--- src/design/opsi_pkg.sv ---
// Shared types, widths and tables for the object path smoothing interpolator.
// No dependencies; every other design file refers to this package by scope.
package opsi_pkg;

  localparam int POS_FRAC_BITS     = 24;
  localparam int MAX_SMOOTH_POINTS = 80;
  localparam int MAX_SUB_BLOCKS    = 16;

  localparam int POS_W  = POS_FRAC_BITS + 1;  // position field width
  localparam int STEP_W = POS_W + 1;          // signed per-point step
  localparam int DIV_W  = POS_W + 2;          // holds the sum of three |delta|
  localparam int DEN_W  = 7;                  // sub-block count or run length - 1
  localparam int IDX_W  = 7;                  // point index and run length
  localparam int SBC_W  = 5;
  localparam int LVL_W  = 2;
  localparam int FR_W   = 8;
  localparam int CFG_IDX_W = 3;

  // configuration register indexes
  localparam logic [CFG_IDX_W-1:0] CFG_FRAME_RATE = 3'd0;
  localparam logic [CFG_IDX_W-1:0] CFG_ADAPTIVE   = 3'd1;
  localparam logic [CFG_IDX_W-1:0] CFG_THRESH_1   = 3'd2;
  localparam logic [CFG_IDX_W-1:0] CFG_THRESH_2   = 3'd3;
  localparam logic [CFG_IDX_W-1:0] CFG_THRESH_3   = 3'd4;

  localparam logic CMD_LOAD = 1'b0;
  localparam logic CMD_STEP = 1'b1;

  typedef struct packed {
    logic             cmd;
    logic [POS_W-1:0] start_x;
    logic [POS_W-1:0] start_y;
    logic [POS_W-1:0] start_z;
    logic [POS_W-1:0] end_x;
    logic [POS_W-1:0] end_y;
    logic [POS_W-1:0] end_z;
    logic [SBC_W-1:0] sub_block_count;
  } in_item_t;

  typedef struct packed {
    logic [POS_W-1:0] pos_x;
    logic [POS_W-1:0] pos_y;
    logic [POS_W-1:0] pos_z;
    logic [IDX_W-1:0] point_index;
    logic [IDX_W-1:0] run_length;
    logic [LVL_W-1:0] speed_level;
    logic             last;
  } out_item_t;

  typedef struct packed {
    logic [FR_W-1:0]  frame_rate;
    logic             adaptive_speed;
    logic [POS_W-1:0] thresh_one;
    logic [POS_W-1:0] thresh_two;
    logic [POS_W-1:0] thresh_three;
  } cfg_t;

  // per-lane control from the sequencer
  typedef struct packed {
    logic load;       // capture endpoints and |delta|
    logic adv;        // step: add offset
    logic force_end;  // step: snap to end position
    logic div_start;  // start the offset divide
  } lane_ctl_t;

  // run length table, rows by frame rate, columns by speed level
  localparam logic [IDX_W-1:0] RUN_TABLE [3][4] = '{
    '{7'd8, 7'd16, 7'd40, 7'd80},
    '{7'd4, 7'd8,  7'd20, 7'd40},
    '{7'd2, 7'd4,  7'd10, 7'd20}
  };

  function automatic logic [1:0] rate_row(input logic [FR_W-1:0] fr);
    logic [1:0] row;
    if (fr == 8'd48 || fr == 8'd50 || fr == 8'd60) row = 2'd1;
    else if (fr == 8'd96 || fr == 8'd100 || fr == 8'd120) row = 2'd2;
    else row = 2'd0;
    return row;
  endfunction

  function automatic logic [IDX_W-1:0] run_len(input logic [1:0] row,
                                               input logic [LVL_W-1:0] lvl);
    logic [IDX_W-1:0] n;
    n = RUN_TABLE[row][lvl];
    if (n > IDX_W'(MAX_SMOOTH_POINTS)) n = IDX_W'(MAX_SMOOTH_POINTS);
    if (n < IDX_W'(2)) n = IDX_W'(2);
    return n;
  endfunction

endpackage

--- src/design/object_path_smoothing_interpolator.sv ---
// Top level of the object path smoothing interpolator: sequencer, counters,
// configuration registers and output register. Uses opsi_pkg, opsi_lane, opsi_speed.
//
// A load transaction (cmd = 0) posts point 0 after these steps in order: the
// speed stage starts; the serial divide of the summed |delta| by the sub-block
// count loads its operands and forms a 27-bit quotient bit by bit; the speed
// level is classified and the run length looked up and handed off to the
// lanes; the serial divide in each of the three axis lanes (run in parallel)
// forms the per-point offset; the result is posted. A step transaction
// (cmd = 1) yields its point in the cycle after it is accepted, and while no
// load is in progress a new step is taken every cycle the output register is
// free or being emptied, so steps sustain one per cycle when the receiver
// never stalls. Inputs are taken only while the sequencer is idle and the
// output register can take a result. Configuration is written through
// cfg_wr_en/cfg_index/cfg_wdata and must only change while no load is in
// progress.
module object_path_smoothing_interpolator (
  input  logic                             clk,
  input  logic                             rst_n,
  input  logic                             in_valid,
  output logic                             in_stall,
  input  opsi_pkg::in_item_t               in_data,
  output logic                             out_valid,
  input  logic                             out_stall,
  output opsi_pkg::out_item_t              out_data,
  input  logic                             cfg_wr_en,
  input  logic [opsi_pkg::CFG_IDX_W-1:0]   cfg_index,
  input  logic [opsi_pkg::POS_W-1:0]       cfg_wdata
);

  typedef enum logic [5:0] {
    ST_IDLE      = 6'b000001,
    ST_SPD_START = 6'b000010,
    ST_SPD_WAIT  = 6'b000100,
    ST_DIV_START = 6'b001000,
    ST_DIV_WAIT  = 6'b010000,
    ST_EMIT      = 6'b100000
  } state_t;

  state_t                       state_r, state_nxt;
  opsi_pkg::cfg_t               cfg_r;
  logic [opsi_pkg::IDX_W-1:0]   cnt_r, cnt_nxt;
  logic [opsi_pkg::IDX_W-1:0]   total_r;
  logic [opsi_pkg::LVL_W-1:0]   level_r;
  logic                         out_valid_r;
  opsi_pkg::out_item_t          out_data_r;

  logic                         out_free;
  logic                         in_acc, load_acc, step_acc;
  logic [opsi_pkg::IDX_W:0]     cnt_inc, tot_ext;
  logic                         force_end;
  opsi_pkg::lane_ctl_t          lane_ctl;
  logic [opsi_pkg::DEN_W-1:0]   div_den;
  logic [opsi_pkg::POS_W-1:0]   abs_d [3];
  logic [opsi_pkg::POS_W-1:0]   cur_p [3];
  logic [opsi_pkg::POS_W-1:0]   nxt_p [3];
  logic [2:0]                   lane_done;
  logic                         spd_done;
  logic [opsi_pkg::LVL_W-1:0]   spd_level;
  logic [opsi_pkg::IDX_W-1:0]   spd_n;

  // handshake
  assign out_free = !out_valid_r || !out_stall;
  assign in_stall = !(state_r == ST_IDLE && out_free);
  assign in_acc   = in_valid && !in_stall;
  assign load_acc = in_acc && in_data.cmd == opsi_pkg::CMD_LOAD;
  assign step_acc = in_acc && in_data.cmd == opsi_pkg::CMD_STEP;

  // step bookkeeping: the counter holds once the final point is reached
  assign cnt_inc = {1'b0, cnt_r} + 8'd1;
  assign tot_ext = {1'b0, total_r};
  always_comb begin
    if (cnt_inc < tot_ext) begin
      cnt_nxt   = cnt_inc[opsi_pkg::IDX_W-1:0];
      force_end = (cnt_inc + 8'd1) == tot_ext;
    end else begin
      cnt_nxt   = cnt_r;
      force_end = 1'b1;
    end
  end

  always_comb begin
    lane_ctl.load      = load_acc;
    lane_ctl.adv       = step_acc && !force_end;
    lane_ctl.force_end = step_acc && force_end;
    lane_ctl.div_start = state_r == ST_DIV_START;
  end

  assign div_den = spd_n - opsi_pkg::DEN_W'(1);

  // axis lanes
  opsi_lane u_lane_x (
    .clk (clk), .rst_n (rst_n), .ctl (lane_ctl),
    .start_pos (in_data.start_x), .end_pos (in_data.end_x), .div_den (div_den),
    .abs_delta (abs_d[0]), .cur_pos (cur_p[0]), .nxt_pos (nxt_p[0]),
    .div_done (lane_done[0])
  );
  opsi_lane u_lane_y (
    .clk (clk), .rst_n (rst_n), .ctl (lane_ctl),
    .start_pos (in_data.start_y), .end_pos (in_data.end_y), .div_den (div_den),
    .abs_delta (abs_d[1]), .cur_pos (cur_p[1]), .nxt_pos (nxt_p[1]),
    .div_done (lane_done[1])
  );
  opsi_lane u_lane_z (
    .clk (clk), .rst_n (rst_n), .ctl (lane_ctl),
    .start_pos (in_data.start_z), .end_pos (in_data.end_z), .div_den (div_den),
    .abs_delta (abs_d[2]), .cur_pos (cur_p[2]), .nxt_pos (nxt_p[2]),
    .div_done (lane_done[2])
  );

  // merge: speed level and run length
  opsi_speed u_speed (
    .clk             (clk),
    .rst_n           (rst_n),
    .cfg             (cfg_r),
    .load            (load_acc),
    .sub_block_count (in_data.sub_block_count),
    .start           (state_r == ST_SPD_START),
    .abs_x           (abs_d[0]),
    .abs_y           (abs_d[1]),
    .abs_z           (abs_d[2]),
    .done            (spd_done),
    .level           (spd_level),
    .run_length      (spd_n)
  );

  // sequencer
  always_comb begin
    state_nxt = state_r;
    unique case (state_r)
      ST_IDLE:      if (load_acc) state_nxt = ST_SPD_START;
      ST_SPD_START: state_nxt = ST_SPD_WAIT;
      ST_SPD_WAIT:  if (spd_done) state_nxt = ST_DIV_START;
      ST_DIV_START: state_nxt = ST_DIV_WAIT;
      ST_DIV_WAIT:  if (lane_done[0]) state_nxt = ST_EMIT;
      ST_EMIT:      if (out_free) state_nxt = ST_IDLE;
      default:      state_nxt = ST_IDLE;
    endcase
  end

  always_ff @(posedge clk) begin
    if (!rst_n) begin
      state_r <= ST_IDLE;
      cnt_r   <= '0;
      total_r <= opsi_pkg::IDX_W'(2);
      level_r <= '0;
    end else begin
      state_r <= state_nxt;
      if (load_acc) cnt_r <= '0;
      else if (step_acc) cnt_r <= cnt_nxt;
      if (state_r == ST_DIV_START) begin
        total_r <= spd_n;
        level_r <= spd_level;
      end
    end
  end

  // configuration registers
  always_ff @(posedge clk) begin
    if (!rst_n) begin
      cfg_r.frame_rate     <= 8'd24;
      cfg_r.adaptive_speed <= 1'b0;
      cfg_r.thresh_one     <= opsi_pkg::POS_W'(839);
      cfg_r.thresh_two     <= opsi_pkg::POS_W'(1678);
      cfg_r.thresh_three   <= opsi_pkg::POS_W'(3355);
    end else if (cfg_wr_en) begin
      unique case (cfg_index)
        opsi_pkg::CFG_FRAME_RATE: cfg_r.frame_rate <= cfg_wdata[opsi_pkg::FR_W-1:0];
        opsi_pkg::CFG_ADAPTIVE:   cfg_r.adaptive_speed <= cfg_wdata[0];
        opsi_pkg::CFG_THRESH_1:   cfg_r.thresh_one <= cfg_wdata;
        opsi_pkg::CFG_THRESH_2:   cfg_r.thresh_two <= cfg_wdata;
        opsi_pkg::CFG_THRESH_3:   cfg_r.thresh_three <= cfg_wdata;
        default: ;
      endcase
    end
  end

  // output register: point 0 after a load, next point on a step
  always_ff @(posedge clk) begin
    if (!rst_n) begin
      out_valid_r <= 1'b0;
    end else if (step_acc || (state_r == ST_EMIT && out_free)) begin
      out_valid_r <= 1'b1;
    end else if (!out_stall) begin
      out_valid_r <= 1'b0;
    end
  end

  always_ff @(posedge clk) begin
    if (step_acc) begin
      out_data_r.pos_x       <= nxt_p[0];
      out_data_r.pos_y       <= nxt_p[1];
      out_data_r.pos_z       <= nxt_p[2];
      out_data_r.point_index <= cnt_nxt;
      out_data_r.run_length  <= total_r;
      out_data_r.speed_level <= level_r;
      out_data_r.last        <= ({1'b0, cnt_nxt} + 8'd1) == tot_ext;
    end else if (state_r == ST_EMIT && out_free) begin
      out_data_r.pos_x       <= cur_p[0];
      out_data_r.pos_y       <= cur_p[1];
      out_data_r.pos_z       <= cur_p[2];
      out_data_r.point_index <= '0;
      out_data_r.run_length  <= total_r;
      out_data_r.speed_level <= level_r;
      out_data_r.last        <= tot_ext == 8'd1;
    end
  end

  assign out_valid = out_valid_r;
  assign out_data  = out_data_r;

  // counter never passes the final point of the run
  a_cnt_in_run: assert property (@(posedge clk) disable iff (!rst_n)
    cnt_r < total_r)
    else $error("point counter beyond run length");

  // the three lane dividers run in lock step
  a_lanes_lockstep: assert property (@(posedge clk) disable iff (!rst_n)
    lane_done[0] == lane_done[1] && lane_done[1] == lane_done[2])
    else $error("lane dividers out of step");

  // a finished load posts point 0
  a_emit_point0: assert property (@(posedge clk) disable iff (!rst_n)
    state_r == ST_EMIT && out_free |=> out_valid_r && out_data_r.point_index == '0)
    else $error("load result not posted as point 0");

  // no transaction is taken while a load waits on a divider
  a_no_accept_busy: assert property (@(posedge clk) disable iff (!rst_n)
    state_r == ST_SPD_WAIT || state_r == ST_DIV_WAIT |-> !in_acc)
    else $error("transaction accepted during load");

endmodule

--- src/design/opsi_div.sv ---
// Restoring serial divider, one quotient bit per cycle.
// Depends on opsi_pkg for widths.
module opsi_div (
  input  logic                        clk,
  input  logic                        rst_n,
  input  logic                        start,
  input  logic [opsi_pkg::DIV_W-1:0]  dividend,
  input  logic [opsi_pkg::DEN_W-1:0]  divisor,
  output logic                        done,
  output logic [opsi_pkg::DIV_W-1:0]  quotient
);

  localparam int CW = $clog2(opsi_pkg::DIV_W + 1);

  logic                        run_r;
  logic                        done_r;
  logic [CW-1:0]               count_r;
  logic [opsi_pkg::DEN_W-1:0]  rem_r;
  logic [opsi_pkg::DEN_W-1:0]  den_r;
  logic [opsi_pkg::DIV_W-1:0]  quo_r;
  logic [opsi_pkg::DEN_W:0]    trial;
  logic                        ge;

  assign trial = {rem_r, quo_r[opsi_pkg::DIV_W-1]};
  assign ge    = trial >= {1'b0, den_r};

  always_ff @(posedge clk) begin
    if (!rst_n) begin
      run_r   <= 1'b0;
      done_r  <= 1'b0;
      count_r <= '0;
    end else begin
      done_r <= 1'b0;
      if (start) begin
        run_r   <= 1'b1;
        count_r <= CW'(opsi_pkg::DIV_W);
      end else if (run_r) begin
        count_r <= count_r - CW'(1);
        if (count_r == CW'(1)) begin
          run_r  <= 1'b0;
          done_r <= 1'b1;
        end
      end
    end
  end

  always_ff @(posedge clk) begin
    if (start) begin
      rem_r <= '0;
      den_r <= divisor;
      quo_r <= dividend;
    end else if (run_r) begin
      rem_r <= ge ? opsi_pkg::DEN_W'(trial - {1'b0, den_r})
                  : trial[opsi_pkg::DEN_W-1:0];
      quo_r <= {quo_r[opsi_pkg::DIV_W-2:0], ge};
    end
  end

  assign done     = done_r;
  assign quotient = quo_r;

endmodule

--- src/design/opsi_lane.sv ---
// One axis lane: endpoints, |delta|, signed step offset and running position.
// Depends on opsi_pkg and opsi_div.
module opsi_lane (
  input  logic                         clk,
  input  logic                         rst_n,
  input  opsi_pkg::lane_ctl_t          ctl,
  input  logic [opsi_pkg::POS_W-1:0]   start_pos,
  input  logic [opsi_pkg::POS_W-1:0]   end_pos,
  input  logic [opsi_pkg::DEN_W-1:0]   div_den,
  output logic [opsi_pkg::POS_W-1:0]   abs_delta,
  output logic [opsi_pkg::POS_W-1:0]   cur_pos,
  output logic [opsi_pkg::POS_W-1:0]   nxt_pos,
  output logic                         div_done
);

  logic [opsi_pkg::POS_W-1:0]         cur_r, end_r, abs_r;
  logic signed [opsi_pkg::STEP_W-1:0] step_r;
  logic                               neg_r;
  logic [opsi_pkg::DIV_W-1:0]         quo;
  logic [opsi_pkg::STEP_W-1:0]        q_ext;
  logic signed [opsi_pkg::STEP_W-1:0] sum;

  opsi_div u_div (
    .clk      (clk),
    .rst_n    (rst_n),
    .start    (ctl.div_start),
    .dividend ({2'b00, abs_r}),
    .divisor  (div_den),
    .done     (div_done),
    .quotient (quo)
  );

  assign q_ext   = quo[opsi_pkg::STEP_W-1:0];
  assign sum     = $signed({1'b0, cur_r}) + step_r;
  assign nxt_pos = ctl.force_end ? end_r : sum[opsi_pkg::POS_W-1:0];

  always_ff @(posedge clk) begin
    if (!rst_n) begin
      cur_r  <= '0;
      end_r  <= '0;
      step_r <= '0;
      abs_r  <= '0;
      neg_r  <= 1'b0;
    end else begin
      if (ctl.load) begin
        cur_r <= start_pos;
        end_r <= end_pos;
        neg_r <= end_pos < start_pos;
        abs_r <= (end_pos < start_pos) ? start_pos - end_pos : end_pos - start_pos;
      end else if (ctl.adv || ctl.force_end) begin
        cur_r <= nxt_pos;
      end
      if (div_done)
        step_r <= neg_r ? $signed(-q_ext) : $signed(q_ext);
    end
  end

  assign abs_delta = abs_r;
  assign cur_pos   = cur_r;

endmodule

--- src/design/opsi_speed.sv ---
// Merging stage: sums lane |delta|, divides by sub-block count, classifies
// the speed level and looks up the run length. Depends on opsi_pkg, opsi_div.
module opsi_speed (
  input  logic                         clk,
  input  logic                         rst_n,
  input  opsi_pkg::cfg_t               cfg,
  input  logic                         load,
  input  logic [opsi_pkg::SBC_W-1:0]   sub_block_count,
  input  logic                         start,
  input  logic [opsi_pkg::POS_W-1:0]   abs_x,
  input  logic [opsi_pkg::POS_W-1:0]   abs_y,
  input  logic [opsi_pkg::POS_W-1:0]   abs_z,
  output logic                         done,
  output logic [opsi_pkg::LVL_W-1:0]   level,
  output logic [opsi_pkg::IDX_W-1:0]   run_length
);

  logic [opsi_pkg::DEN_W-1:0] cnt_r;
  logic [opsi_pkg::DEN_W-1:0] cnt_clamp;
  logic [opsi_pkg::DIV_W-1:0] sum;
  logic [opsi_pkg::DIV_W-1:0] speed;
  logic                       div_done;
  logic                       done_r;
  logic [opsi_pkg::LVL_W-1:0] lvl, level_r;
  logic [opsi_pkg::IDX_W-1:0] n_r;

  always_comb begin
    cnt_clamp = opsi_pkg::DEN_W'(sub_block_count);
    if (sub_block_count == '0) cnt_clamp = opsi_pkg::DEN_W'(1);
    else if (opsi_pkg::DEN_W'(sub_block_count) > opsi_pkg::DEN_W'(opsi_pkg::MAX_SUB_BLOCKS))
      cnt_clamp = opsi_pkg::DEN_W'(opsi_pkg::MAX_SUB_BLOCKS);
  end

  assign sum = opsi_pkg::DIV_W'(abs_x) + opsi_pkg::DIV_W'(abs_y) + opsi_pkg::DIV_W'(abs_z);

  opsi_div u_div (
    .clk      (clk),
    .rst_n    (rst_n),
    .start    (start),
    .dividend (sum),
    .divisor  (cnt_r),
    .done     (div_done),
    .quotient (speed)
  );

  // thresholds tested in order, whether ascending or not
  always_comb begin
    priority if (!cfg.adaptive_speed)                               lvl = 2'd0;
    else if (speed < opsi_pkg::DIV_W'(cfg.thresh_one))              lvl = 2'd0;
    else if (speed < opsi_pkg::DIV_W'(cfg.thresh_two))              lvl = 2'd1;
    else if (speed < opsi_pkg::DIV_W'(cfg.thresh_three))            lvl = 2'd2;
    else                                                            lvl = 2'd3;
  end

  always_ff @(posedge clk) begin
    if (!rst_n) begin
      done_r <= 1'b0;
    end else begin
      done_r <= div_done;
    end
  end

  always_ff @(posedge clk) begin
    if (load) cnt_r <= cnt_clamp;
    if (div_done) begin
      level_r <= lvl;
      n_r     <= opsi_pkg::run_len(opsi_pkg::rate_row(cfg.frame_rate), lvl);
    end
  end

  assign done       = done_r;
  assign level      = level_r;
  assign run_length = n_r;

endmodule

--- config.mk ---
export PLATFORM = sky130hd
export DESIGN_NAME = object_path_smoothing_interpolator
export DESIGN_NICKNAME = d
export VERILOG_FILES = /design/src/design/opsi_pkg.sv /design/src/design/object_path_smoothing_interpolator.sv /design/src/design/opsi_div.sv /design/src/design/opsi_lane.sv /design/src/design/opsi_speed.sv
export SDC_FILE = /design/constraint.sdc
export NUM_CORES = 2
export LEC_CHECK = 0
export BUFFER_PORTS_ARGS = -buffer_cell sky130_fd_sc_hd__buf_2
export CAP_MARGIN = 20
export CORE_ASPECT_RATIO = 1.2
export CORE_MARGIN = 5
export CORE_UTILIZATION = 25
export CTS_CLUSTER_DIAMETER = 120
export DETAILED_ROUTE_END_ITERATION = 8
export GPL_ROUTABILITY_DRIVEN = 0
export GPL_TIMING_DRIVEN = 0
export PLACE_DENSITY_LB_ADDON = 0.1
export SYNTH_ARGS = -nofsm -noshare
export SYNTH_HDL_FRONTEND = slang
export SYNTH_SLANG_ARGS = --single-unit
--- constraint.sdc ---
create_clock -name clk -period 14.5 [get_ports clk]
set_input_delay 2.9 -clock clk [delete_from_list [all_inputs] [get_ports clk]]
set_output_delay 2.9 -clock clk [all_outputs]
set_load 0.02 [all_outputs]
==> results.json <==
{
  "synthTopCellsByArea": "dfxtp_1 21%, edfxtp_1 15%, ha_1 11%",
  "fin_nets": 6460,
  "num_rows": 170,
  "finalPower_mw": 7.219,
  "grt_pass1_wl_mm": 290.0,
  "fin_hold_ws_ps": 419.8,
  "cts_root_buf": "clkbuf_16",
  "yosysSeqAreaShare_pct": 35.65,
  "firstDrtPassIters": 5,
  "netlist-cell-type-count": 93,
  "dpl-instance-area_mm2": 0.04943,
  "cp_max_fo": 10,
  "routed_wl_mm": 203.3,
  "gr-total-overflow": 0,
  "fin_crit_sh_pct": 50.72,
  "insertion_delay_ps": 730,
  "setup_viol": 0,
  "dpl.hpwl_mm": 164.0,
  "dieArea_mm2": 0.1877,
  "maxCapViolations": 0,
  "core_area_mm2": 0.1785,
  "utilization_pct": 29.33,
  "vias": 41233,
  "tns_ps": 0,
  "ys.flop_type": "dfxtp_1",
  "max_slew.worst_pin.slew_ps": 1199,
  "grt_usage_pct": 20.98,
  "crit_end": "u_lane_y.abs_delta[6]",
  "antenna_found_initial": 21,
  "final_area_mm2": 0.05235,
  "syn-num-nets": 6071,
  "drt_iter0_markers": 2742,
  "drcViolationCount": 0,
  "clock_path_buffers": 3,
  "cp-startpoint": "in_data[49]",
  "grt_pass1_vias": 40694,
  "end_kind": "flip-flop",
  "r2r_start": "state_r[1]",
  "rsz0062_at_grt": "no",
  "cts_resized": 0,
  "syn_area_mm2": 0.04478,
  "required_ps": 15070,
  "peakVddDrop_mv": 0.1029,
  "grt_max_degree": 57,
  "power_leakage_nw": 21.43,
  "syn2layout_area_growth_pct": 16.90,
  "min_period_ps": 7354,
  "seq_area_mm2": 0.01597,
  "relSlewSlack_pct": 20.04,
  "multi_input_area_mm2": 0.02635,
  "viasPerCell": 4.989,
  "io_buffer_count": 280,
  "hold_class": "reg -> reg",
  "reg2reg_depth": 12,
  "synth_edf_count": 217,
  "yosysWarnings": 0,
  "drt-wirelength-per-cell_um": 24.61,
  "r2r_setup_slack_ps": 8610,
  "cts_max_level": 3,
  "fill_cells": 19268,
  "setup.worst_path.class": "in -> reg",
  "start_util_pct": 25.09,
  "worstPathArrival_ps": 7920,
  "io_pins": 283,
  "syn_area_per_cell_um2": 8.179,
  "drive_above_1_share_pct": 8.757,
  "cts_buffers": 87,
  "critPathLaunchType": "input port",
  "regToRegEndpoint": "out_data[20]",
  "post_cts_buffers": 0,
  "antenna_left": 0,
  "synth_cells": 5475,
  "power.density_mw_per_mm2": 137.9,
  "cts_num_sinks": 689,
  "slew_violations": 0,
  "clkTransAtPathRegs_ps": 60,
  "yosys.area.top_type": "dfxtp_1",
  "fin_worst_skew_ps": 42.44,
  "status": "finished, final reports clean",
  "synth_seq_cells": 689,
  "die_y_um": 473.6,
  "tritoncts": "built",
  "ys_async_sr_fraction_pct": 0,
  "ctsHoldBuffers": 0,
  "finalHoldViolations": 0,
  "synth_top_area_share_pct": 21.10,
  "die_x_um": 396.3,
  "fmax_ghz": 0.1360
}
-- how the worst min path moves through the flow --
stage | from | endpoint | cells past startpoint
6_report | u_speed.cnt_r[3] | u_speed.u_div.den_r[3] | 0
5_1_grt | u_speed.cnt_r[2] | u_speed.u_div.den_r[2] | 0
4_1_cts | u_speed.cnt_r[3] | u_speed.u_div.den_r[3] | 0
3_5_place_dp | u_speed.cnt_r[3] | u_speed.u_div.den_r[3] | 0
3_3_place_gp | u_speed.cnt_r[4] | u_speed.u_div.den_r[4] | 0
2_1_floorplan | u_speed.cnt_r[0] | u_speed.u_div.den_r[0] | 0
-- cell usage in the layout, fill, tap and decap left out, types with 46 or more instances in the layout --
| cell type | count |
|---|---|
| mux2i_1 | 95 |
| buf_2 | 301 |
| nand2b_1 | 50 |
| o211ai_1 | 52 |
| o21ai_0 | 325 |
| nor2_1 | 411 |
| clkbuf_16 | 90 |
| nor3_1 | 57 |
| inv_1 | 339 |
| xnor2_1 | 158 |
| a211oi_1 | 117 |
| o21a_1 | 51 |
| dfxtp_1 | 472 |
| nand2_1 | 952 |
| a21o_1 | 124 |
| a21oi_1 | 555 |
| xor2_1 | 141 |
| nand3_1 | 71 |
| nor2b_1 | 54 |
| edfxtp_1 | 217 |
| ha_1 | 392 |
| clkbuf_1 | 267 |
| a211o_1 | 46 |
-- cell usage after synthesis (12+ instances only) --
cell type and n:
a221oi_1 13, nand3b_1 16, or3_1 35, clkbuf_1 240, nor2b_1 54, nand2b_1 53
dfxtp_1 472, buf_2 20, edfxtp_1 217, nor2_1 411, ha_1 392, a211o_1 46
mux2i_1 95, o211ai_1 52, o22ai_1 14, a31oi_1 30, o21a_1 51, fa_1 15
xnor2_1 158, o21ai_0 325, nor3_1 57, nand4_1 39, a21oi_1 555, a2111oi_0 13
and3_1 26, or4_1 15, o311ai_0 12, nand2_1 953, nor4_1 20, and2_1 23
inv_1 339, mux2_2 16, a21o_1 124, nand3_1 71, o31ai_1 27, a211oi_1 117
o221ai_1 12, o21bai_1 28, xor2_1 141
-- worst max-delay path, stage by stage --
cell and delay (ps):
buf_2 130, inv_1 50, ha_1 260, clkbuf_1 400
a21o_1 210, a21oi_1 70, o21ai_0 800, inv_1 410
nand2_1 330, buf_2 340, buf_2 360, clkbuf_1 590
o21ai_0 250, xnor2_1 630, a211oi_1 160
-- metal layers --
metal	part of all wire [%]	global-route usage, %
met5	0.0098	0
met4	3.7	7.368
met3	4.1	2.374
met2	47	35.76
met1	45	27.48
-- metrics by stage --
step | cells | setup WS, ps
after detailed placement | 8096 | 6497
final | 8264 | 7146
after CTS | 8259 | 7273
after floorplan | 5475 | 7747
after global routing | 8261 | 7073
after global placement | 8077 | 2347
-- logic make-up (layout without fill, tap and decap cells) --
kind of cell / after synthesis / in the layout / share of synthesized area (%)
flops: 689 / 689 / 35.65
compound gates: 1514 / 1514 / 20.93
xor+xnor: 300 / 300 / 5.885
simple gates: 1825 / 1825 / 17.83
buf+inv: 628 / 1091 / 5.538
fa+ha+maj: 407 / 407 / 11.62
other cells: 1 / 5 / 0.008375
mux: 111 / 111 / 2.526
-- report_power, final --
group          internal, mW  switching [mW]
Sequential             2.22           0.191
Combinational         0.771            1.74
Clock                  1.32           0.979
-- final cells by class --
type,instances,area share (%)
repair buffers,300,3.330
multi-input cells,4158,50.33
plain buffers,286,2.297
inverters,342,2.452
well taps,2322,5.550
flip-flops and latches,689,30.50
clock inverters,33,0.7745
diodes,4,0.01912
clock buffers,130,4.742
-- flip-flops by register name, indices dropped and copies added (netlist names), 25 cells and up --
signal                   flops
u_lane_y.end_r              25
u_lane_x.cur_pos            25
cfg_r                       84
u_lane_z.step_r             25
out_data                    91
u_lane_y.cur_pos            25
u_lane_z.cur_pos            25
u_lane_z.u_div.quotient     27
u_lane_x.u_div.quotient     27
u_lane_y.step_r             25
u_lane_x.step_r             25
u_lane_z.end_r              25
u_lane_z.abs_delta          25
u_lane_y.abs_delta          25
u_lane_x.abs_delta          25
u_lane_y.u_div.quotient     27
u_speed.u_div.quotient      27
u_lane_x.end_r              25
Power figures use the tool's default switching activity.
